File: config.mk
export PLATFORM = sky130hd
export DESIGN_NAME = irq_redirection_router_top
export DESIGN_NICKNAME = d
export VERILOG_FILES = /design/src/rtl/irp_pkg.sv /design/src/rtl/irp_front.sv /design/src/rtl/irp_queue.sv /design/src/rtl/irp_back.sv /design/src/rtl/irq_redirection_router_top.sv
export VERILOG_INCLUDE_DIRS = /design/src /design/src/rtl
export SDC_FILE = /design/constraint.sdc
export NUM_CORES = 1
export LEC_CHECK = 0
export BUFFER_PORTS_ARGS = -buffer_cell sky130_fd_sc_hd__buf_2
export CORE_ASPECT_RATIO = 1.25
export CORE_UTILIZATION = 65
export DETAILED_ROUTE_END_ITERATION = 8
export GPL_TIMING_DRIVEN = 0
export PLACE_DENSITY = 0.82
export SYNTH_ARGS = -nofsm -noshare
export SYNTH_HDL_FRONTEND = slang
export SYNTH_SLANG_ARGS = --single-unit
File: constraint.sdc
create_clock -name clk -period 10 [get_ports clk]
set_input_delay 0.5 -clock clk [delete_from_list [all_inputs] [get_ports clk]]
set_output_delay 0.5 -clock clk [all_outputs]
set_load 0.05 [all_outputs]
File: src/rtl/irq_redirection_router_top_defines.svh
// assertion macros shared by the irq redirection router rtl
// no dependencies; pulled in by the files that carry assertions
`ifndef IRQ_REDIRECTION_ROUTER_TOP_DEFINES_SVH
`define IRQ_REDIRECTION_ROUTER_TOP_DEFINES_SVH

// condition must never hold out of reset
`define IRP_ASSERT_NEVER(label, clk, rst_n, cond, msg) \
  label: assert property (@(posedge clk) disable iff (!rst_n) !(cond)) else $error(msg);

// same-cycle implication
`define IRP_ASSERT_IMPLY(label, clk, rst_n, ante, cons, msg) \
  label: assert property (@(posedge clk) disable iff (!rst_n) (ante) |-> (cons)) else $error(msg);

// next-cycle implication
`define IRP_ASSERT_NEXT(label, clk, rst_n, ante, cons, msg) \
  label: assert property (@(posedge clk) disable iff (!rst_n) (ante) |=> (cons)) else $error(msg);

`endif

File: src/rtl/irp_pkg.sv
// types, codes and helpers for the irq redirection router
// no dependencies; used by every module of the block
package irp_pkg;

  localparam logic [2:0] OP_LOAD     = 3'd0;
  localparam logic [2:0] OP_CONFIG   = 3'd1;
  localparam logic [2:0] OP_MASK     = 3'd2;
  localparam logic [2:0] OP_UNMASK   = 3'd3;
  localparam logic [2:0] OP_MASK_ALL = 3'd4;

  localparam logic [1:0] ST_OK   = 2'd0;
  localparam logic [1:0] ST_DROP = 2'd1;
  localparam logic [1:0] ST_OOR  = 2'd2;

  localparam int CFG_IDX_W  = 1;
  localparam int CFG_DATA_W = 32;
  localparam logic [CFG_IDX_W-1:0] CFG_BASE_GSI = 1'b0;
  localparam logic [CFG_IDX_W-1:0] CFG_DEST_ID  = 1'b1;

  localparam int DEF_OVERRIDE_SLOTS = 16;
  localparam int DEF_REDIR_ENTRIES  = 24;
  localparam int QUEUE_DEPTH        = 2;

  localparam int MASK_BIT   = 16;
  localparam int LEVEL_BIT  = 15;
  localparam int LOW_BIT    = 13;
  localparam int DEST_SHIFT = 56;
  localparam logic [7:0] VEC_BASE = 8'd32;

  typedef struct packed {
    logic [2:0]  op;
    logic [7:0]  irq_number;
    logic [31:0] override_gsi;
    logic [15:0] override_flags;
    logic        restart_list;
  } in_item_t;

  typedef struct packed {
    logic [1:0]  status;
    logic [7:0]  table_index;
    logic [63:0] entry_value;
  } out_item_t;

  typedef struct packed {
    logic [7:0]  src;
    logic [31:0] gsi;
    logic [3:0]  flags;
  } ovr_slot_t;

  // classified request handed from front to back
  typedef struct packed {
    logic [2:0] op;
    logic [7:0] irq;
    logic [7:0] tindex;
    logic       oor;
    logic [3:0] flags;
    logic [1:0] status;
  } cmd_t;

  function automatic logic [63:0] make_entry(input logic [7:0] irq,
                                             input logic [3:0] flags,
                                             input logic [7:0] dest);
    logic [63:0] e;
    e = '0;
    e[7:0] = irq + VEC_BASE;
    e[LOW_BIT] = (flags[1:0] == 2'b11);
    e[LEVEL_BIT] = (flags[3:2] == 2'b11);
    e[MASK_BIT] = 1'b1;
    e[DEST_SHIFT +: 8] = dest;
    return e;
  endfunction

endpackage

File: src/rtl/irp_front.sv
// front end: accepts requests, keeps the override table, resolves the entry index
// depends on irp_pkg and the assertion macro header
`include "irq_redirection_router_top_defines.svh"

module irp_front #(
  parameter int OVERRIDE_SLOTS = irp_pkg::DEF_OVERRIDE_SLOTS,
  parameter int REDIR_ENTRIES  = irp_pkg::DEF_REDIR_ENTRIES
) (
  input  logic              clk,
  input  logic              rst_n,
  input  logic              in_valid,
  output logic              in_stall,
  input  irp_pkg::in_item_t in_data,
  input  logic [31:0]       base_gsi,
  output logic              q_push,
  output irp_pkg::cmd_t     q_data,
  input  logic              q_full
);

  localparam int SLOT_W = (OVERRIDE_SLOTS > 1) ? $clog2(OVERRIDE_SLOTS) : 1;
  localparam int CNT_W  = $clog2(OVERRIDE_SLOTS + 1);

  localparam logic [1:0] FS_IDLE = 2'd0;
  localparam logic [1:0] FS_SCAN = 2'd1;
  localparam logic [1:0] FS_PUSH = 2'd2;

  logic [1:0]         state_r, state_nxt;
  logic [CNT_W-1:0]   used_r, used_nxt;
  logic [CNT_W-1:0]   scan_r, scan_nxt;
  logic               pend_r, pend_nxt;
  irp_pkg::in_item_t  item_r;
  irp_pkg::cmd_t      cmd_r, cmd_nxt;
  logic               cmd_load;
  irp_pkg::ovr_slot_t ovr_mem [OVERRIDE_SLOTS];
  irp_pkg::ovr_slot_t rd_data_r;

  logic             in_acc;
  logic [CNT_W-1:0] used_base;
  logic             load_fits;
  logic             hit, miss, rd_issue;
  logic [31:0]      idx32;

  assign in_acc    = in_valid && (state_r == FS_IDLE);
  assign in_stall  = (state_r != FS_IDLE);
  assign used_base = in_data.restart_list ? '0 : used_r;
  assign load_fits = (used_base < CNT_W'(OVERRIDE_SLOTS));

  // one slot read per cycle, compared the cycle after
  assign hit      = (state_r == FS_SCAN) && pend_r && (rd_data_r.src == item_r.irq_number);
  assign rd_issue = (state_r == FS_SCAN) && !hit && (scan_r < used_r);
  assign miss     = (state_r == FS_SCAN) && !pend_r && !(scan_r < used_r);

  // without an override the index is just the irq number
  assign idx32 = hit ? (rd_data_r.gsi - base_gsi) : {24'd0, item_r.irq_number};

  always_ff @(posedge clk) begin
    if (in_acc && (in_data.op == irp_pkg::OP_LOAD) && load_fits) begin
      ovr_mem[used_base[SLOT_W-1:0]] <= '{src:   in_data.irq_number,
                                          gsi:   in_data.override_gsi,
                                          flags: in_data.override_flags[3:0]};
    end
    if (rd_issue) begin
      rd_data_r <= ovr_mem[scan_r[SLOT_W-1:0]];
    end
  end

  always_comb begin
    state_nxt = state_r;
    used_nxt  = used_r;
    scan_nxt  = scan_r;
    pend_nxt  = pend_r;
    cmd_nxt   = cmd_r;
    cmd_load  = 1'b0;
    unique case (state_r)
      FS_IDLE: begin
        if (in_acc) begin
          scan_nxt       = '0;
          pend_nxt       = 1'b0;
          cmd_load       = 1'b1;
          cmd_nxt.op     = in_data.op;
          cmd_nxt.irq    = in_data.irq_number;
          cmd_nxt.tindex = '0;
          cmd_nxt.oor    = 1'b0;
          cmd_nxt.flags  = '0;
          cmd_nxt.status = irp_pkg::ST_OK;
          unique case (in_data.op) inside
            irp_pkg::OP_LOAD: begin
              state_nxt = FS_PUSH;
              if (load_fits) begin
                used_nxt = CNT_W'(used_base + 1'b1);
              end else begin
                used_nxt       = used_base;
                cmd_nxt.status = irp_pkg::ST_DROP;
              end
            end
            irp_pkg::OP_CONFIG, irp_pkg::OP_MASK, irp_pkg::OP_UNMASK: begin
              state_nxt = FS_SCAN;
            end
            default: begin
              state_nxt = FS_PUSH;
            end
          endcase
        end
      end
      FS_SCAN: begin
        if (hit || miss) begin
          cmd_load       = 1'b1;
          cmd_nxt.tindex = idx32[7:0];
          cmd_nxt.oor    = (idx32 >= 32'(REDIR_ENTRIES));
          cmd_nxt.flags  = hit ? rd_data_r.flags : 4'd0;
          state_nxt      = FS_PUSH;
        end else if (rd_issue) begin
          scan_nxt = CNT_W'(scan_r + 1'b1);
          pend_nxt = 1'b1;
        end else begin
          pend_nxt = 1'b0;
        end
      end
      FS_PUSH: begin
        if (!q_full) begin
          state_nxt = FS_IDLE;
        end
      end
      default: begin
        state_nxt = FS_IDLE;
      end
    endcase
  end

  always_ff @(posedge clk) begin
    if (!rst_n) begin
      state_r <= FS_IDLE;
      used_r  <= '0;
      scan_r  <= '0;
      pend_r  <= 1'b0;
    end else begin
      state_r <= state_nxt;
      used_r  <= used_nxt;
      scan_r  <= scan_nxt;
      pend_r  <= pend_nxt;
    end
  end

  always_ff @(posedge clk) begin
    if (in_acc) begin
      item_r <= in_data;
    end
    if (cmd_load) begin
      cmd_r <= cmd_nxt;
    end
  end

  assign q_push = (state_r == FS_PUSH) && !q_full;
  assign q_data = cmd_r;

  `IRP_ASSERT_NEVER(a_used_bound, clk, rst_n, used_r > CNT_W'(OVERRIDE_SLOTS), "override count past slot count")
  `IRP_ASSERT_NEXT(a_restart_one, clk, rst_n, in_acc && (in_data.op == irp_pkg::OP_LOAD) && in_data.restart_list, used_r == CNT_W'(1), "restart load did not leave one override")

endmodule

File: src/rtl/irp_queue.sv
// short request queue between front and back
// depends on irp_pkg and the assertion macro header
`include "irq_redirection_router_top_defines.svh"

module irp_queue (
  input  logic          clk,
  input  logic          rst_n,
  input  logic          push,
  input  irp_pkg::cmd_t push_data,
  output logic          full,
  input  logic          pop,
  output irp_pkg::cmd_t pop_data,
  output logic          empty
);

  localparam int QP_W = (irp_pkg::QUEUE_DEPTH > 1) ? $clog2(irp_pkg::QUEUE_DEPTH) : 1;
  localparam int QC_W = $clog2(irp_pkg::QUEUE_DEPTH + 1);

  irp_pkg::cmd_t   q_mem [irp_pkg::QUEUE_DEPTH];
  logic [QP_W-1:0] wr_ptr_r, rd_ptr_r;
  logic [QC_W-1:0] cnt_r;

  assign full     = (cnt_r == QC_W'(irp_pkg::QUEUE_DEPTH));
  assign empty    = (cnt_r == '0);
  assign pop_data = q_mem[rd_ptr_r];

  function automatic logic [QP_W-1:0] ptr_inc(input logic [QP_W-1:0] p);
    return (p == QP_W'(irp_pkg::QUEUE_DEPTH - 1)) ? '0 : QP_W'(p + 1'b1);
  endfunction

  always_ff @(posedge clk) begin
    if (push) begin
      q_mem[wr_ptr_r] <= push_data;
    end
  end

  always_ff @(posedge clk) begin
    if (!rst_n) begin
      wr_ptr_r <= '0;
      rd_ptr_r <= '0;
      cnt_r    <= '0;
    end else begin
      if (push) begin
        wr_ptr_r <= ptr_inc(wr_ptr_r);
      end
      if (pop) begin
        rd_ptr_r <= ptr_inc(rd_ptr_r);
      end
      if (push && !pop) begin
        cnt_r <= QC_W'(cnt_r + 1'b1);
      end else if (pop && !push) begin
        cnt_r <= QC_W'(cnt_r - 1'b1);
      end
    end
  end

  `IRP_ASSERT_IMPLY(a_no_overflow, clk, rst_n, push, !full, "push into full queue")
  `IRP_ASSERT_IMPLY(a_no_underflow, clk, rst_n, pop, !empty, "pop from empty queue")

endmodule

File: src/rtl/irp_back.sv
// back end: redirection table updates and the result register
// depends on irp_pkg and the assertion macro header
`include "irq_redirection_router_top_defines.svh"

module irp_back #(
  parameter int REDIR_ENTRIES = irp_pkg::DEF_REDIR_ENTRIES
) (
  input  logic               clk,
  input  logic               rst_n,
  input  logic               q_empty,
  output logic               q_pop,
  input  irp_pkg::cmd_t      q_data,
  input  logic [7:0]         dest_id,
  output logic               out_valid,
  input  logic               out_stall,
  output irp_pkg::out_item_t out_data
);

  localparam int IDX_W = (REDIR_ENTRIES > 1) ? $clog2(REDIR_ENTRIES) : 1;

  localparam logic BS_IDLE = 1'b0;
  localparam logic BS_READ = 1'b1;

  logic                     state_r, state_nxt;
  logic [REDIR_ENTRIES-1:0] vld_r;
  logic [REDIR_ENTRIES-1:0] mask_r;
  logic                     out_valid_r;
  irp_pkg::out_item_t       out_data_r;
  irp_pkg::cmd_t            cmd_r;
  logic [63:0]              entry_mem [REDIR_ENTRIES];
  logic [63:0]              rd_data_r;
  logic                     rd_vld_r, rd_mask_r;

  logic               out_free, start;
  logic               produce, go_read, cfg_wr, mask_set, clr_mask, mask_all;
  irp_pkg::out_item_t res;
  logic [63:0]        new_entry, base_entry;
  logic [IDX_W-1:0]   idx, ridx;

  assign out_free  = !out_valid_r || !out_stall;
  assign start     = (state_r == BS_IDLE) && !q_empty && out_free;
  assign q_pop     = start;
  assign idx       = q_data.tindex[IDX_W-1:0];
  assign ridx      = cmd_r.tindex[IDX_W-1:0];
  assign new_entry = irp_pkg::make_entry(q_data.irq, q_data.flags, dest_id);

  // never-written entries read as their reset value; mask bit lives in flops
  always_comb begin
    base_entry = rd_vld_r ? rd_data_r : 64'd0;
    base_entry[irp_pkg::MASK_BIT] = rd_mask_r;
  end

  always_comb begin
    state_nxt = state_r;
    produce   = 1'b0;
    go_read   = 1'b0;
    cfg_wr    = 1'b0;
    mask_set  = 1'b0;
    clr_mask  = 1'b0;
    mask_all  = 1'b0;
    res       = '0;
    unique case (state_r)
      BS_IDLE: begin
        if (start) begin
          case (q_data.op) inside
            irp_pkg::OP_LOAD: begin
              produce    = 1'b1;
              res.status = q_data.status;
            end
            irp_pkg::OP_CONFIG, irp_pkg::OP_MASK, irp_pkg::OP_UNMASK: begin
              if (q_data.oor) begin
                produce         = 1'b1;
                res.status      = irp_pkg::ST_OOR;
                res.table_index = q_data.tindex;
              end else if (q_data.op == irp_pkg::OP_CONFIG) begin
                produce         = 1'b1;
                cfg_wr          = 1'b1;
                res.status      = irp_pkg::ST_OK;
                res.table_index = q_data.tindex;
                res.entry_value = new_entry;
              end else begin
                go_read   = 1'b1;
                state_nxt = BS_READ;
              end
            end
            irp_pkg::OP_MASK_ALL: begin
              produce  = 1'b1;
              mask_all = 1'b1;
            end
            default: begin
              produce = 1'b1;
            end
          endcase
        end
      end
      BS_READ: begin
        produce         = 1'b1;
        res.status      = irp_pkg::ST_OK;
        res.table_index = cmd_r.tindex;
        res.entry_value = base_entry;
        if (cmd_r.op == irp_pkg::OP_MASK) begin
          res.entry_value[irp_pkg::MASK_BIT] = 1'b1;
          mask_set = 1'b1;
        end else begin
          res.entry_value[irp_pkg::MASK_BIT] = 1'b0;
          clr_mask = 1'b1;
        end
        state_nxt = BS_IDLE;
      end
      default: begin
        state_nxt = BS_IDLE;
      end
    endcase
  end

  always_ff @(posedge clk) begin
    if (cfg_wr) begin
      entry_mem[idx] <= new_entry;
    end
    if (go_read) begin
      rd_data_r <= entry_mem[idx];
      rd_vld_r  <= vld_r[idx];
      rd_mask_r <= mask_r[idx];
      cmd_r     <= q_data;
    end
    if (produce) begin
      out_data_r <= res;
    end
  end

  always_ff @(posedge clk) begin
    if (!rst_n) begin
      state_r     <= BS_IDLE;
      vld_r       <= '0;
      mask_r      <= '1;
      out_valid_r <= 1'b0;
    end else begin
      state_r <= state_nxt;
      if (mask_all) begin
        mask_r <= '1;
      end
      if (cfg_wr) begin
        vld_r[idx]  <= 1'b1;
        mask_r[idx] <= 1'b1;
      end
      if (mask_set) begin
        mask_r[ridx] <= 1'b1;
      end
      if (clr_mask) begin
        mask_r[ridx] <= 1'b0;
      end
      if (produce) begin
        out_valid_r <= 1'b1;
      end else if (!out_stall) begin
        out_valid_r <= 1'b0;
      end
    end
  end

  assign out_valid = out_valid_r;
  assign out_data  = out_data_r;

  `IRP_ASSERT_IMPLY(a_read_slot_free, clk, rst_n, state_r == BS_READ, !out_valid_r, "result register busy during entry read")

endmodule

File: src/rtl/irq_redirection_router_top.sv
// top level of the irq redirection router: config registers, front, queue, back
// depends on irp_pkg, irp_front, irp_queue and irp_back
//
// Usage: requests enter on in_valid/in_stall/in_data, one result leaves per
// request on out_valid/out_stall/out_data; a transfer happens on a clock edge
// with valid high and stall low. The base gsi and the destination id are written
// through cfg_we/cfg_index/cfg_wdata while the block is idle.
// Loads, mask-all and unknown ops skip the override scan. Configure, mask and
// unmask scan the override table one slot per cycle, stopping at the first
// match or after the last override loaded; mask and unmask then add an entry
// read in the back. The front takes a new request once the previous one is
// queued; the back drains the two-entry queue independently.
// Reset: overrides are emptied, every redirection entry reads as masked with
// all other bits zero, both config registers clear. No clearing pass.
// Stall: a result waits in the output register while out_stall is high; the
// queue fills, then the front holds in_stall high.
module irq_redirection_router_top #(
  parameter int OVERRIDE_SLOTS = irp_pkg::DEF_OVERRIDE_SLOTS,
  parameter int REDIR_ENTRIES  = irp_pkg::DEF_REDIR_ENTRIES
) (
  input  logic                             clk,
  input  logic                             rst_n,
  input  logic                             in_valid,
  output logic                             in_stall,
  input  irp_pkg::in_item_t                in_data,
  output logic                             out_valid,
  input  logic                             out_stall,
  output irp_pkg::out_item_t               out_data,
  input  logic                             cfg_we,
  input  logic [irp_pkg::CFG_IDX_W-1:0]    cfg_index,
  input  logic [irp_pkg::CFG_DATA_W-1:0]   cfg_wdata
);

  logic [31:0]   base_gsi_r;
  logic [7:0]    dest_id_r;
  logic          q_push, q_full, q_pop, q_empty;
  irp_pkg::cmd_t q_wdata, q_rdata;

  always_ff @(posedge clk) begin
    if (!rst_n) begin
      base_gsi_r <= '0;
      dest_id_r  <= '0;
    end else if (cfg_we) begin
      unique case (cfg_index)
        irp_pkg::CFG_BASE_GSI: base_gsi_r <= cfg_wdata[31:0];
        irp_pkg::CFG_DEST_ID:  dest_id_r  <= cfg_wdata[7:0];
        default: ;
      endcase
    end
  end

  irp_front #(
    .OVERRIDE_SLOTS (OVERRIDE_SLOTS),
    .REDIR_ENTRIES  (REDIR_ENTRIES)
  ) u_front (
    .clk      (clk),
    .rst_n    (rst_n),
    .in_valid (in_valid),
    .in_stall (in_stall),
    .in_data  (in_data),
    .base_gsi (base_gsi_r),
    .q_push   (q_push),
    .q_data   (q_wdata),
    .q_full   (q_full)
  );

  irp_queue u_queue (
    .clk       (clk),
    .rst_n     (rst_n),
    .push      (q_push),
    .push_data (q_wdata),
    .full      (q_full),
    .pop       (q_pop),
    .pop_data  (q_rdata),
    .empty     (q_empty)
  );

  irp_back #(
    .REDIR_ENTRIES (REDIR_ENTRIES)
  ) u_back (
    .clk       (clk),
    .rst_n     (rst_n),
    .q_empty   (q_empty),
    .q_pop     (q_pop),
    .q_data    (q_rdata),
    .dest_id   (dest_id_r),
    .out_valid (out_valid),
    .out_stall (out_stall),
    .out_data  (out_data)
  );

endmodule
======== Word-level counts from Yosys, hierarchy flattened ========
Memories as Yosys holds them, arrays and structs flattened. A register that Yosys moved wholly into a read port is not among the register bits.
Index checks and enable logic that the tools add are counted.
word-level totals
  flip-flop bits (word level) ............. 267
  bits in writable memories ............... 1188
  input port bits ......................... 98
  output and inout port bits .............. 76
  memories kept ........................... 3
cells by class
  add/subtract/negate cells ............... 8
  $lt $le $gt $ge ......................... 5
  eq/ne operators ......................... 19
  mux-type cells .......................... 72
  bitwise logic cells ..................... 3
  reductions and logical operators ........ 43
memories
  memory            depth  bits a word  rd ports  clocked after Yosys merged registers in  write ports  RTL line         RTL
  u_front.ovr_mem   16     44           1         1                                        1            irp_front.sv:34  irp_pkg::ovr_slot_t ovr_mem [OVERRIDE_SLOTS];
  u_back.entry_mem  24     18           1         1                                        1            irp_back.sv:30   logic [63:0] entry_mem [REDIR_ENTRIES];
  u_queue.q_mem     2      26           1         1                                        1            irp_queue.sv:19  irp_pkg::cmd_t q_mem [irp_pkg::QUEUE_DEPTH];
operator list
  cell                                                                 number
  two-way mux 72 bit                                                   3
  one-hot mux 74 bit (2 select lines)                                  1
  two-way mux 64 bit                                                   2
  two-way mux 74 bit                                                   1
  two-way mux 1 bit                                                    37
  greater-or-equal comparator 32 x 5 -> 1 bit (second input constant)  1
  two-way mux 32 bit                                                   1
  subtractor 32 bit                                                    1
  one-hot mux 13 bit (2 select lines)                                  1
  two-way mux 5 bit                                                    5
  bitwise OR 24 bit                                                    1
  two-way mux 2 bit                                                    9
  == test 3 x 2 -> 1 bit (second input constant)                       5
  logical AND 1 bit                                                    15
  two-way mux 15 bit                                                   1
  two-way mux 13 bit                                                   1
  AND reduction 3 bit                                                  4
  adder 5 x 1 -> 5 bit (second input constant)                         2
  two-way mux 10 bit                                                   1
  one-hot mux 5 bit (2 select lines)                                   1
  zero test 1 bit                                                      9
  adder 8 x 6 -> 8 bit (second input constant)                         1
  == test 2 bit (second input constant)                                4
  == test 8 bit                                                        1
  other kinds (24)                                                     42

======== Logic depth before layout (Yosys ltp) ========
Gate-level depths: netlist (run 1).
  depth after elaboration ................. 9
  gate-level depth with buffers ........... 14
  depth with buffers taken out ............ 14

======== Cells and area by module ========
From an unflattened synthesis (run 1), not the netlist that was laid out.
unflattened totals
  cell total of the unflattened synthesis .. 2894
  area total of the unflattened synthesis .. 55426.9 um^2
by module, submodules not included
  module                      instances  cells an instance  area an instance (um^2)  sequential area each (um^2)
  irp_front                   1          1529               31574.0                  23472.5
  irp_back                    1          1095               20141.8                  15264.6
  irp_queue                   1          103                2093.3                   1661.6
  irq_redirection_router_top  1          167                1617.8                   800.8

======== Least setup slack after synthesis (run 1) ========
OpenSTA, ideal clock, no wires.
  path type ............................... input-to-reg
  start point ............................. input in_valid
  end point ............................... memory u_front.ovr_mem[8][0] (netlist bit), enable pin
  arrival time ............................ 3.510 ns
  setup slack ............................. 6.045 ns
  stages .................................. 6
  path buffers ............................ 0
  path through ............................ nand2_1 -> inv_1 -> nand3b_1 -> a21oi_1 -> nand2_1 -> nor2_1
on the way
  word-level cells in the longest chain between the ends .. 5
ends and longest elaborated chain
  item                                     RTL line                          RTL
  start: declaration                       irq_redirection_router_top.sv:23  input logic in_valid,
  logical AND 1 bit                        irp_front.sv:43                   assign in_acc = in_valid && (state_r == FS_IDLE);
  net u_front.in_acc                       irp_front.sv:37                   logic in_acc;
  logical AND 1 bit (2 in a row)           irp_front.sv:57                   if (in_acc && (in_data.op == irp_pkg::OP_LOAD) && load_fits) begin
  two-way mux 1 bit                        irp_front.sv:57
  two-way mux 1 bit (not written as such)  irp_front.sv:58                   ovr_mem[used_base[SLOT_W-1:0]] <= '{src: in_data.irq_number,
  end: declaration                         irp_front.sv:34
The timed path passes the listed nets, and every way through them passes these cells.

======== Worst setup path in the final report (run 1) ========
  start point ............................. register u_front.state_r[1]
  end point ............................... memory u_front.ovr_mem[13][7] (netlist bit), enable pin
on the way
  word-level cells in the longest chain between the ends .. 6
ends and longest elaborated chain
  item                                     RTL line          RTL
  start: declaration                       irp_front.sv:27   logic [1:0] state_r, state_nxt;
  start signal: assignment                 irp_front.sv:137  state_r <= state_nxt;
  zero test 2 bit                          irp_front.sv:43
  logical AND 1 bit                        irp_front.sv:43
  net u_front.in_acc                       irp_front.sv:37
  logical AND 1 bit (2 in a row)           irp_front.sv:57
  two-way mux 1 bit                        irp_front.sv:57
  two-way mux 1 bit (not written as such)  irp_front.sv:58
The timed path passes the listed nets, and every way through them passes these cells.

==> insert_results.sql, run 1 <==
INSERT INTO impl_metrics (metric_group, metric, value, unit) VALUES
('status', 'status', 'completed', ''),
('synthesis', 'number_of_synthesized_register_bits', '1398', ''),
('worst_setup_path', 'timing.critical_path.fanout_max', '17', ''),
('floorplan', 'placementRows', '118', ''),
('synthesis', 'syn_inst', '2964', ''),
('place', 'numPortBuffers', '115', ''),
('worst_setup_path', 'critical-path-max-stage-delay', '0.76', 'ns'),
('timing', 'fmax', '228.7', 'MHz'),
('global_route', 'grt_max_degree', '52', ''),
('floorplan', 'core', '83270', 'sq um'),
('detailed_routing', 'vias', '30770', ''),
('global_route', 'antenna_found_initial', '9', ''),
('worst_setup_path', 'critical_path_class', 'reg -> reg', ''),
('synthesis', 'synthDominantCellAreaShare', '0.7170', ''),
('clock_tree', 'post-cts-setup-buffers', '0', ''),
('synthesis', 'seq_area_frac_synth', '0.7476', ''),
('detailed_routing', 'firstDrtPassIters', '5', ''),
('global_route', 'wire_length_of_the_first_global_routing_pass', '213500', 'um'),
('timing', 'slew-limit-headroom', '0.06022', ''),
('clock_tree', 'clock_insertion_delay_worst_skew', '0.73', 'ns'),
('layout', 'fin_nets', '3440', ''),
('synthesis', 'netlist_area', '55030', 'sq um'),
('detailed_routing', 'route.antenna.remaining_nets', '0', ''),
('layout', 'instances_no_fill', '4487', ''),
('worst_setup_path', 'crit_path_start_kind', 'register', ''),
('clock_tree', 'clock_slew_seen_by_the_registers_of_the_worst_setup_and_hold_paths', '0.07', 'ns'),
('clock_tree', 'cts_resized', '0', ''),
('timing', 'final.setup_skew', '0.03710', 'ns'),
('clock_tree', 'cts_tree', 'built', ''),
('power_and_ir_drop', 'ir_drop', '0.1846', 'mV'),
('synthesis', 'avgSynthCellArea', '18.57', 'sq um'),
('timing', 'timing.hold.ws', '0.03279', 'ns'),
('timing', 'slew_viol_final', '0', ''),
('place', 'gp_congestion', '1.101', ''),
('job', 'max_cap_violations', '0', ''),
('global_route', 'grt_overflow_total', '0', ''),
('clock_tree', 'clock_path_buffers', '3', ''),
('global_route', 'globalRouteTotalUtil', '0.3523', ''),
('floorplan', 'die_span_in_x', '262.3', 'um'),
('clock_tree', 'number_of_clock_buffers_inserted_by_tritoncts', '121', ''),
('layout', 'number_of_fill_cells_in_the_layout', '4378', ''),
('power_and_ir_drop', 'power.leakage', '19.98', 'nW'),
('detailed_routing', 'wire_per_inst', '33.26', 'um'),
('synthesis', 'yosys_most_used_dff', 'sky130_fd_sc_hd__edfxtp_1', ''),
('layout', 'drive_gt1_frac', '0.2272', ''),
('clock_tree', 'clock_tree.root_cell', 'sky130_fd_sc_hd__clkbuf_16', ''),
('timing', 'final.setup.tns', '0', 'ns'),
('floorplan', 'io_pins', '174', ''),
('synthesis', 'netlist-cell-type-count', '73', ''),
('clock_tree', 'cts_hold_buffers', '0', ''),
('synthesis', 'yosys-top-cells-area', 'sky130_fd_sc_hd__edfxtp_1 (72%), sky130_fd_sc_hd__mux4_2 (12%), sky130_fd_sc_hd__dfxtp_1 (3.1%)', ''),
('detailed_routing', 'vias_per_cell', '6.856', ''),
('detailed_routing', 'routed_wirelength', '149200', 'um'),
('worst_setup_path', 'crit_path_cell_trace', 'nor2_1 -> nand2_1 -> inv_1 -> nand3b_1 -> a21oi_1 -> nand2_1 -> nor2_4 -> buf_16 -> buf_16', ''),
('detailed_routing', 'detailedRoute.firstIterationViolations', '4044', ''),
('floorplan', 'start_util', '0.6609', ''),
('global_route', 'vias_in_the_first_global_route', '31970', ''),
('timing', 'finalWorstPathRequiredPeriod', '4.372', 'ns'),
('layout', 'flow.area_growth_from_synthesis', '13.67', '%'),
('timing', 'setup_viol', '0', ''),
('timing', 'final_cycle_utilization_of_the_critical_path', '0.4372', ''),
('detailed_routing', 'remaining_drc_errors', '0', ''),
('floorplan', 'die_area', '85840', 'sq um'),
('timing', 'finalHoldViolations', '0', ''),
('place', 'place_inst', '4256', ''),
('timing', 'worstMarginPinSlew', '1.410', 'ns'),
('power_and_ir_drop', 'power_density', '211.0', 'nW/um^2'),
('synthesis', 'yosys_warnings', '0', ''),
('layout', 'final_util', '0.7512', ''),
('clock_tree', 'cts_htree_levels', '3', ''),
('worst_setup_path', 'critPathSlowestCell', 'sky130_fd_sc_hd__nor2_4', '');
-- cell type report --
class,instances,area [sq um],area share
Antenna cell,9,22.52,0.0003600
Buffer,196,928.4,0.01484
Sequential cell,1398,41140,0.6577
Inverter,56,210.2,0.003360
Multi-Input combinational cell,1358,13140,0.2101
Tap cell,1080,1351,0.02160
Timing Repair Buffer,168,1672,0.02672
Clock buffer,149,3214,0.05139
Clock inverter,73,873.3,0.01396
-- flip-flops by register name, summed over array words and instances (netlist names), 11 cells and up, named ones only --
signal             cells
u_front.ovr_mem      704
u_back.entry_mem     432
u_queue.q_mem         50
u_front.rd_data_r     44
base_gsi_r            32
u_back.out_data       29
u_front.q_data        25
u_back.vld_r          24
u_back.rd_data_r      18
u_back.cmd_r          11
-- where the power goes --
part           switching [mW]  leakage, nW  internal, mW
Sequential             0.0602         12.6          6.63
Combinational            1.19         5.40         0.459
Clock                    2.15         1.98          2.71
-- layout by cell type, fill, tap and decap left out, types with 16 or more instances in the layout --
| cell type | count |
|---|---|
| sky130_fd_sc_hd__a21oi_1 | 46 |
| sky130_fd_sc_hd__buf_1 | 28 |
| sky130_fd_sc_hd__nor3_1 | 16 |
| sky130_fd_sc_hd__buf_12 | 19 |
| sky130_fd_sc_hd__nand3_1 | 91 |
| sky130_fd_sc_hd__xnor2_1 | 21 |
| sky130_fd_sc_hd__edfxtp_1 | 1314 |
| sky130_fd_sc_hd__buf_16 | 17 |
| sky130_fd_sc_hd__and3_1 | 24 |
| sky130_fd_sc_hd__nor2_1 | 43 |
| sky130_fd_sc_hd__conb_1 | 45 |
| sky130_fd_sc_hd__nor2_4 | 17 |
| sky130_fd_sc_hd__a22o_1 | 18 |
| sky130_fd_sc_hd__a31oi_1 | 22 |
| sky130_fd_sc_hd__a311oi_1 | 21 |
| sky130_fd_sc_hd__nand2_1 | 303 |
| sky130_fd_sc_hd__o21ai_0 | 29 |
| sky130_fd_sc_hd__clkinv_1 | 20 |
| sky130_fd_sc_hd__buf_2 | 122 |
| sky130_fd_sc_hd__o21a_1 | 32 |
| sky130_fd_sc_hd__mux4_2 | 298 |
| sky130_fd_sc_hd__bufinv_16 | 16 |
| sky130_fd_sc_hd__a22oi_1 | 20 |
| sky130_fd_sc_hd__buf_8 | 16 |
| sky130_fd_sc_hd__ha_1 | 42 |
| sky130_fd_sc_hd__nand4_1 | 20 |
| sky130_fd_sc_hd__inv_1 | 54 |
| sky130_fd_sc_hd__dfxtp_1 | 84 |
| sky130_fd_sc_hd__clkbuf_1 | 134 |
| sky130_fd_sc_hd__nor2_2 | 23 |
| sky130_fd_sc_hd__clkbuf_16 | 122 |
| sky130_fd_sc_hd__a21boi_0 | 44 |
| sky130_fd_sc_hd__o2111ai_1 | 19 |
| sky130_fd_sc_hd__buf_4 | 47 |
| sky130_fd_sc_hd__clkinv_2 | 18 |
-- cell usage after synthesis (5+ instances only) --
| library cell | number |
|---|---|
| sky130_fd_sc_hd__buf_2 | 7 |
| sky130_fd_sc_hd__a22oi_1 | 20 |
| sky130_fd_sc_hd__buf_4 | 46 |
| sky130_fd_sc_hd__nand3_1 | 91 |
| sky130_fd_sc_hd__nand4_1 | 20 |
| sky130_fd_sc_hd__nor2_1 | 83 |
| sky130_fd_sc_hd__ha_1 | 42 |
| sky130_fd_sc_hd__a21o_1 | 11 |
| sky130_fd_sc_hd__dfxtp_1 | 84 |
| sky130_fd_sc_hd__o211ai_1 | 9 |
| sky130_fd_sc_hd__xor2_1 | 12 |
| sky130_fd_sc_hd__o21ai_0 | 31 |
| sky130_fd_sc_hd__o21ai_1 | 5 |
| sky130_fd_sc_hd__nand2_1 | 303 |
| sky130_fd_sc_hd__a21boi_0 | 44 |
| sky130_fd_sc_hd__o21a_1 | 32 |
| sky130_fd_sc_hd__o21bai_1 | 5 |
| sky130_fd_sc_hd__mux2i_1 | 14 |
| sky130_fd_sc_hd__a211oi_1 | 5 |
| sky130_fd_sc_hd__and3_1 | 24 |
| sky130_fd_sc_hd__nand2b_1 | 7 |
| sky130_fd_sc_hd__nor2b_1 | 9 |
| sky130_fd_sc_hd__clkbuf_1 | 114 |
| sky130_fd_sc_hd__mux4_2 | 298 |
| sky130_fd_sc_hd__nor3_1 | 17 |
| sky130_fd_sc_hd__o2111ai_1 | 19 |
| sky130_fd_sc_hd__inv_1 | 54 |
| sky130_fd_sc_hd__xnor2_1 | 22 |
| sky130_fd_sc_hd__mux2_2 | 12 |
| sky130_fd_sc_hd__a311oi_1 | 21 |
| sky130_fd_sc_hd__a31oi_1 | 22 |
| sky130_fd_sc_hd__and2_1 | 15 |
| sky130_fd_sc_hd__a22o_1 | 18 |
| sky130_fd_sc_hd__buf_1 | 28 |
| sky130_fd_sc_hd__edfxtp_1 | 1314 |
| sky130_fd_sc_hd__a21oi_1 | 46 |
-- per-layer routing --
metal  share of wire  global-route usage
met4           0.076              0.2458
met3           0.082             0.06269
met5         0.00019                   0
met2            0.52              0.6183
met1            0.32              0.3928
-- cell families (layout without fill, tap and decap cells) --
kind of cell,after synthesis,in the layout,synth area share
flops,1398,1398,0.7476
simple gates,600,600,0.04895
mux,324,324,0.1270
compound gates,312,312,0.04049
buf+inv,252,642,0.02062
fa+ha+maj,43,43,0.009913
xor+xnor,34,34,0.005411
other cells,1,54,0.00006814
-- path summary, 6_finish.rpt --
path	from	slack [ns]	end	depth (start not counted)
worst max-delay path	u_front.state_r[1]	5.63	u_front.ovr_mem[13][7]	9
worst min-delay path	cfg_wdata[8]	0.03	base_gsi_r[8]	3
worst min register to register	u_front.q_data[2]	0.42	u_queue.q_mem[0][1]	0
worst max register to register	u_front.state_r[1]	5.63	u_front.ovr_mem[13][7]	9
-- critical path, delay by kind of cell, from the launching register on --
family	cells	cell delay, ns
simple gates	5	2.06
buf+inv	3	1.09
compound gates	1	0.52
flops	1	0.35
-- per-stage QoR --
stage / cell area [sq um] / worst slack, ns
after floorplan: 55200 / 6.045
after global placement: 57120 / 2.906
after detailed placement: 58440 / 5.632
after CTS: 62530 / 5.488
after global routing: 62540 / 5.564
final: 62550 / 5.628
Note: power is estimated with default switching activity, not from simulation.
==> run 2, diff against run 1 <==
--- a/config.mk
+++ b/config.mk
@@ -6,12 +6,13 @@
 export SDC_FILE = /design/constraint.sdc
 export NUM_CORES = 1
 export LEC_CHECK = 0
+export ABC_AREA = 1
 export BUFFER_PORTS_ARGS = -buffer_cell sky130_fd_sc_hd__buf_2
 export CORE_ASPECT_RATIO = 1.25
-export CORE_UTILIZATION = 65
+export CORE_UTILIZATION = 56
 export DETAILED_ROUTE_END_ITERATION = 8
 export GPL_TIMING_DRIVEN = 0
-export PLACE_DENSITY = 0.82
+export PLACE_DENSITY = 0.75
 export SYNTH_ARGS = -nofsm -noshare
 export SYNTH_HDL_FRONTEND = slang
 export SYNTH_SLANG_ARGS = --single-unit
==> constraint.sdc (replaced) <==
create_clock -name clk -period 4 [get_ports clk]
set_input_delay 0.2 -clock clk [delete_from_list [all_inputs] [get_ports clk]]
set_output_delay 0.2 -clock clk [all_outputs]
set_load 0.05 [all_outputs]
==> run 2 against run 1 <==
Net effect: the run now ends with capacitance limit, slew limit left; sequential cell count is the same; power grew to 2.6 times the previous value; design area up 2.6%.
==> insert_results.sql, run 2 <==
INSERT INTO impl_metrics (metric_group, metric, value, unit) VALUES
('clock_tree', 'clock_slew_seen_by_the_registers_of_the_worst_setup_and_hold_paths', '0.06', 'ns'),
('synthesis', 'syn_inst', '4386', ''),
('synthesis', 'synth_edf_count', '1314', ''),
('synthesis', 'post-synth-top-count-cell', 'sky130_fd_sc_hd__edfxtp_1', ''),
('floorplan', 'placementRows', '129', ''),
('layout', 'instances_no_fill', '6216', ''),
('layout', 'layout.cells.most_common', 'sky130_fd_sc_hd__edfxtp_1', ''),
('synthesis', 'synthDominantCellAreaShare', '0.7054', ''),
('power_and_ir_drop', 'ir_drop', '0.5968', 'mV'),
('detailed_routing', 'detailedRoute.firstIterationViolations', '4573', ''),
('clock_tree', 'cts_htree_levels', '4', ''),
('layout', 'drive_gt1_frac', '0.1004', ''),
('power_and_ir_drop', 'total_power', '34.74', 'mW'),
('timing', 'finalWorstPathRequiredPeriod', '3.939', 'ns'),
('floorplan', 'floorplan.die.height', '355.4', 'um'),
('timing', 'finalHoldViolations', '0', ''),
('layout', 'seq_area', '41140', 'sq um'),
('worst_setup_path', 'ff2ff_setup_slack', '0.06', 'ns'),
('global_route', 'wire_length_of_the_first_global_routing_pass', '232600', 'um'),
('timing', 'fin_ws', '0.06111', 'ns'),
('min_path', 'min_delay_path_depth', '4', ''),
('worst_setup_path', 'timing.critical_path.fanout_max', '10', ''),
('floorplan', 'core', '98940', 'sq um'),
('synthesis', 'netlist-cell-type-count', '54', ''),
('floorplan', 'start_util', '0.5653', ''),
('worst_setup_path', 'critical_path_class', 'reg -> reg', ''),
('floorplan', 'die_span_in_x', '284.7', 'um'),
('job', 'max_cap_violations', '1', ''),
('layout', 'final_cell_mix', 'sky130_fd_sc_hd__edfxtp_1 (1314), sky130_fd_sc_hd__nand2_1 (601), sky130_fd_sc_hd__nor2_1 (520)', ''),
('synthesis', 'yosys_most_used_dff', 'sky130_fd_sc_hd__edfxtp_1', ''),
('place', 'gp_congestion', '0.9391', ''),
('synthesis', 'avgSynthCellArea', '12.75', 'sq um'),
('timing', 'setup_viol', '0', ''),
('worst_setup_path', 'r2r.worst_path.cells', '11', ''),
('timing', 'setup_repair_after_global_routing_missed_its_margin', 'false', ''),
('worst_setup_path', 'crit_required', '4.33', 'ns'),
('power_and_ir_drop', 'power_density', '541.2', 'nW/um^2'),
('global_route', 'grt_overflow_total', '0', ''),
('worst_setup_path', 'crit_path_start_kind', 'register', ''),
('timing', 'final.setup_skew', '0.03612', 'ns'),
('detailed_routing', 'vias', '38400', ''),
('synthesis', 'yosys-top-cells-area', 'sky130_fd_sc_hd__edfxtp_1 (71%), sky130_fd_sc_hd__nand2_1 (4.0%), sky130_fd_sc_hd__o21ai_0 (3.8%)', ''),
('layout', 'flow.area_growth_from_synthesis', '14.78', '%'),
('detailed_routing', 'vias_per_cell', '6.177', ''),
('global_route', 'grt_max_degree', '31', ''),
('min_path', 'timing.hold.worst.start', 'cfg_we', ''),
('synthesis', 'postSynth.asyncResetShare', '0', ''),
('layout', 'multiInputGateArea', '12850', 'sq um'),
('global_route', 'globalRouteTotalUtil', '0.3133', ''),
('detailed_routing', 'wire_per_inst', '25.73', 'um'),
('synthesis', 'ys_top_cells_by_count', 'sky130_fd_sc_hd__edfxtp_1 (1314), sky130_fd_sc_hd__nand2_1 (601), sky130_fd_sc_hd__nor2_1 (539)', ''),
('place', 'detailedPlacementHpwl', '107500', 'um'),
('detailed_routing', 'route.antenna.remaining_nets', '0', ''),
('worst_setup_path', 'arrival', '4.27', 'ns'),
('clock_tree', 'clock-sinks', '1398', ''),
('status', 'failed_checks', 'capacitance limit, slew limit', ''),
('timing', 'timing.hold.ws', '0.03461', 'ns'),
('clock_tree', 'clock_tree.root_cell', 'sky130_fd_sc_hd__clkbuf_16', ''),
('timing', 'slew_viol_final', '9', ''),
('detailed_routing', 'firstDrtPassIters', '6', ''),
('global_route', 'antenna_found_initial', '9', ''),
('layout', 'final_util', '0.6489', ''),
('layout', 'number_of_fill_cells_in_the_layout', '6949', ''),
('synthesis', 'synth_top_area_cell', 'sky130_fd_sc_hd__edfxtp_1', ''),
('timing', 'final.setup.tns', '0', 'ns'),
('synthesis', 'seq_area_frac_synth', '0.7355', ''),
('place', 'place_inst', '5884', ''),
('place', 'post-place-ws', '-0.01168', 'ns'),
('layout', 'final_design_area_excluding_fillers', '64200', 'sq um'),
('layout', 'largest_register_ffs', '704', ''),
('synthesis', 'number_of_synthesized_register_bits', '1398', ''),
('clock_tree', 'clock_insertion_delay_worst_skew', '0.74', 'ns'),
('floorplan', 'io_pins', '174', ''),
('status', 'status', 'complete, but fails checks', ''),
('synthesis', 'netlist_area', '55930', 'sq um'),
('timing', 'fmax', '253.9', 'MHz'),
('min_path', 'hp-class', 'in -> reg', ''),
('worst_setup_path', 'r2r-end', 'u_back.rd_data_r[59]', ''),
('floorplan', 'die_area', '101200', 'sq um'),
('power_and_ir_drop', 'power.leakage', '22.40', 'nW'),
('clock_tree', 'clock_path_buffers', '3', ''),
('timing', 'worstMarginPinSlew', '1.508', 'ns'),
('place', 'dpl-instance-area', '59060', 'sq um'),
('global_route', 'vias_in_the_first_global_route', '37370', ''),
('synthesis', 'yosys_warnings', '0', ''),
('timing', 'final_cycle_utilization_of_the_critical_path', '0.9847', ''),
('worst_setup_path', 'endpoint_kind', 'register', ''),
('detailed_routing', 'remaining_drc_errors', '0', ''),
('clock_tree', 'number_of_clock_buffers_inserted_by_tritoncts', '132', ''),
('timing', 'slew-limit-headroom', '-0.009292', ''),
('detailed_routing', 'routed_wirelength', '159900', 'um'),
('layout', 'fin_nets', '4944', ''),
('clock_tree', 'cts_tree', 'built', ''),
('min_path', 'timing.hold.worst_endpoint', 'dest_id_r[1]', ''),
('place', 'numPortBuffers', '116', '');
-- run 2: power breakdown --
| part | leakage (nW) | total, mW | internal (mW) | switching, mW |
|---|---|---|---|---|
| combinational | 7.80 | 5.56 | 1.31 | 4.25 |
| sequential | 12.6 | 17.0 | 16.8 | 0.185 |
| clock | 2.00 | 12.2 | 6.84 | 5.31 |
| total | 22.4 | 34.7 | 25.0 | 9.75 |
-- run 2: per-layer routing --
| metal | part of all wire | track usage |
|---|---|---|
| met1 | 0.33 | 0.3602 |
| met2 | 0.50 | 0.5286 |
| met3 | 0.094 | 0.05333 |
| met4 | 0.077 | 0.2328 |
| met5 | 0.00054 | 0 |
-- run 2: how the worst max path moves through the flow --
stage                            start                      end  slack [ns]
floorplan           u_front.state_r[0]   u_front.ovr_mem[11][0]       -0.33
CTS                           register  u_back.entry_mem[18][4]        0.24
detailed placement  u_front.state_r[0]  u_front.ovr_mem[10][29]       -0.01
global placement    u_front.state_r[0]  u_front.ovr_mem[11][29]       -3.33
global route         u_front.scan_r[0]    u_front.rd_data_r[14]        0.11
finish                        register     u_back.rd_data_r[59]        0.06
-- run 2: area by class of cell --
class | instances | area share
Timing Repair Buffer | 238 | 0.03358
Antenna cell | 4 | 0.0001559
Tap cell | 1310 | 0.02553
Clock buffer | 172 | 0.05560
Clock inverter | 61 | 0.008886
Inverter | 270 | 0.01582
Buffer | 270 | 0.01951
Sequential cell | 1398 | 0.6408
Multi-Input combinational cell | 2493 | 0.2002
-- run 2: worst max-delay path, stage by stage, from the launching register on --
cell	delay, ns
sky130_fd_sc_hd__dfxtp_1	0.32
sky130_fd_sc_hd__buf_6	0.15
sky130_fd_sc_hd__buf_2	0.29
sky130_fd_sc_hd__nand2_1	0.09
sky130_fd_sc_hd__o21ai_1	0.37
sky130_fd_sc_hd__nor2_2	0.17
sky130_fd_sc_hd__buf_2	0.25
sky130_fd_sc_hd__clkbuf_1	0.33
sky130_fd_sc_hd__a22oi_1	0.27
sky130_fd_sc_hd__nand2_1	0.12
sky130_fd_sc_hd__a211oi_1	0.72
sky130_fd_sc_hd__o211ai_1	0.48
-- run 2: timing repair --
action | in CTS | in global routing
endpoints found under the hold margin | 771 | 0
buffers inserted | 4 | 0
resized for setup | 1 | 0
hold buffers | 90 | 0
endpoints found under the setup margin | 136 | 0
-- run 2: logic make-up (layout without fill, tap and decap cells) --
kind of cell / after synthesis / count (layout) / share of synthesized area
and+or+nand+nor: 1407 / 1408 / 0.1040
buffers and inverters: 540 / 1011 / 0.04055
other: 1 / 49 / 0.00006704
adders and majority gates: 43 / 43 / 0.009753
xor gates and xnor gates: 6 / 6 / 0.0009395
AOI/OAI and AO/OA: 991 / 991 / 0.1092
DFF: 1398 / 1398 / 0.7355
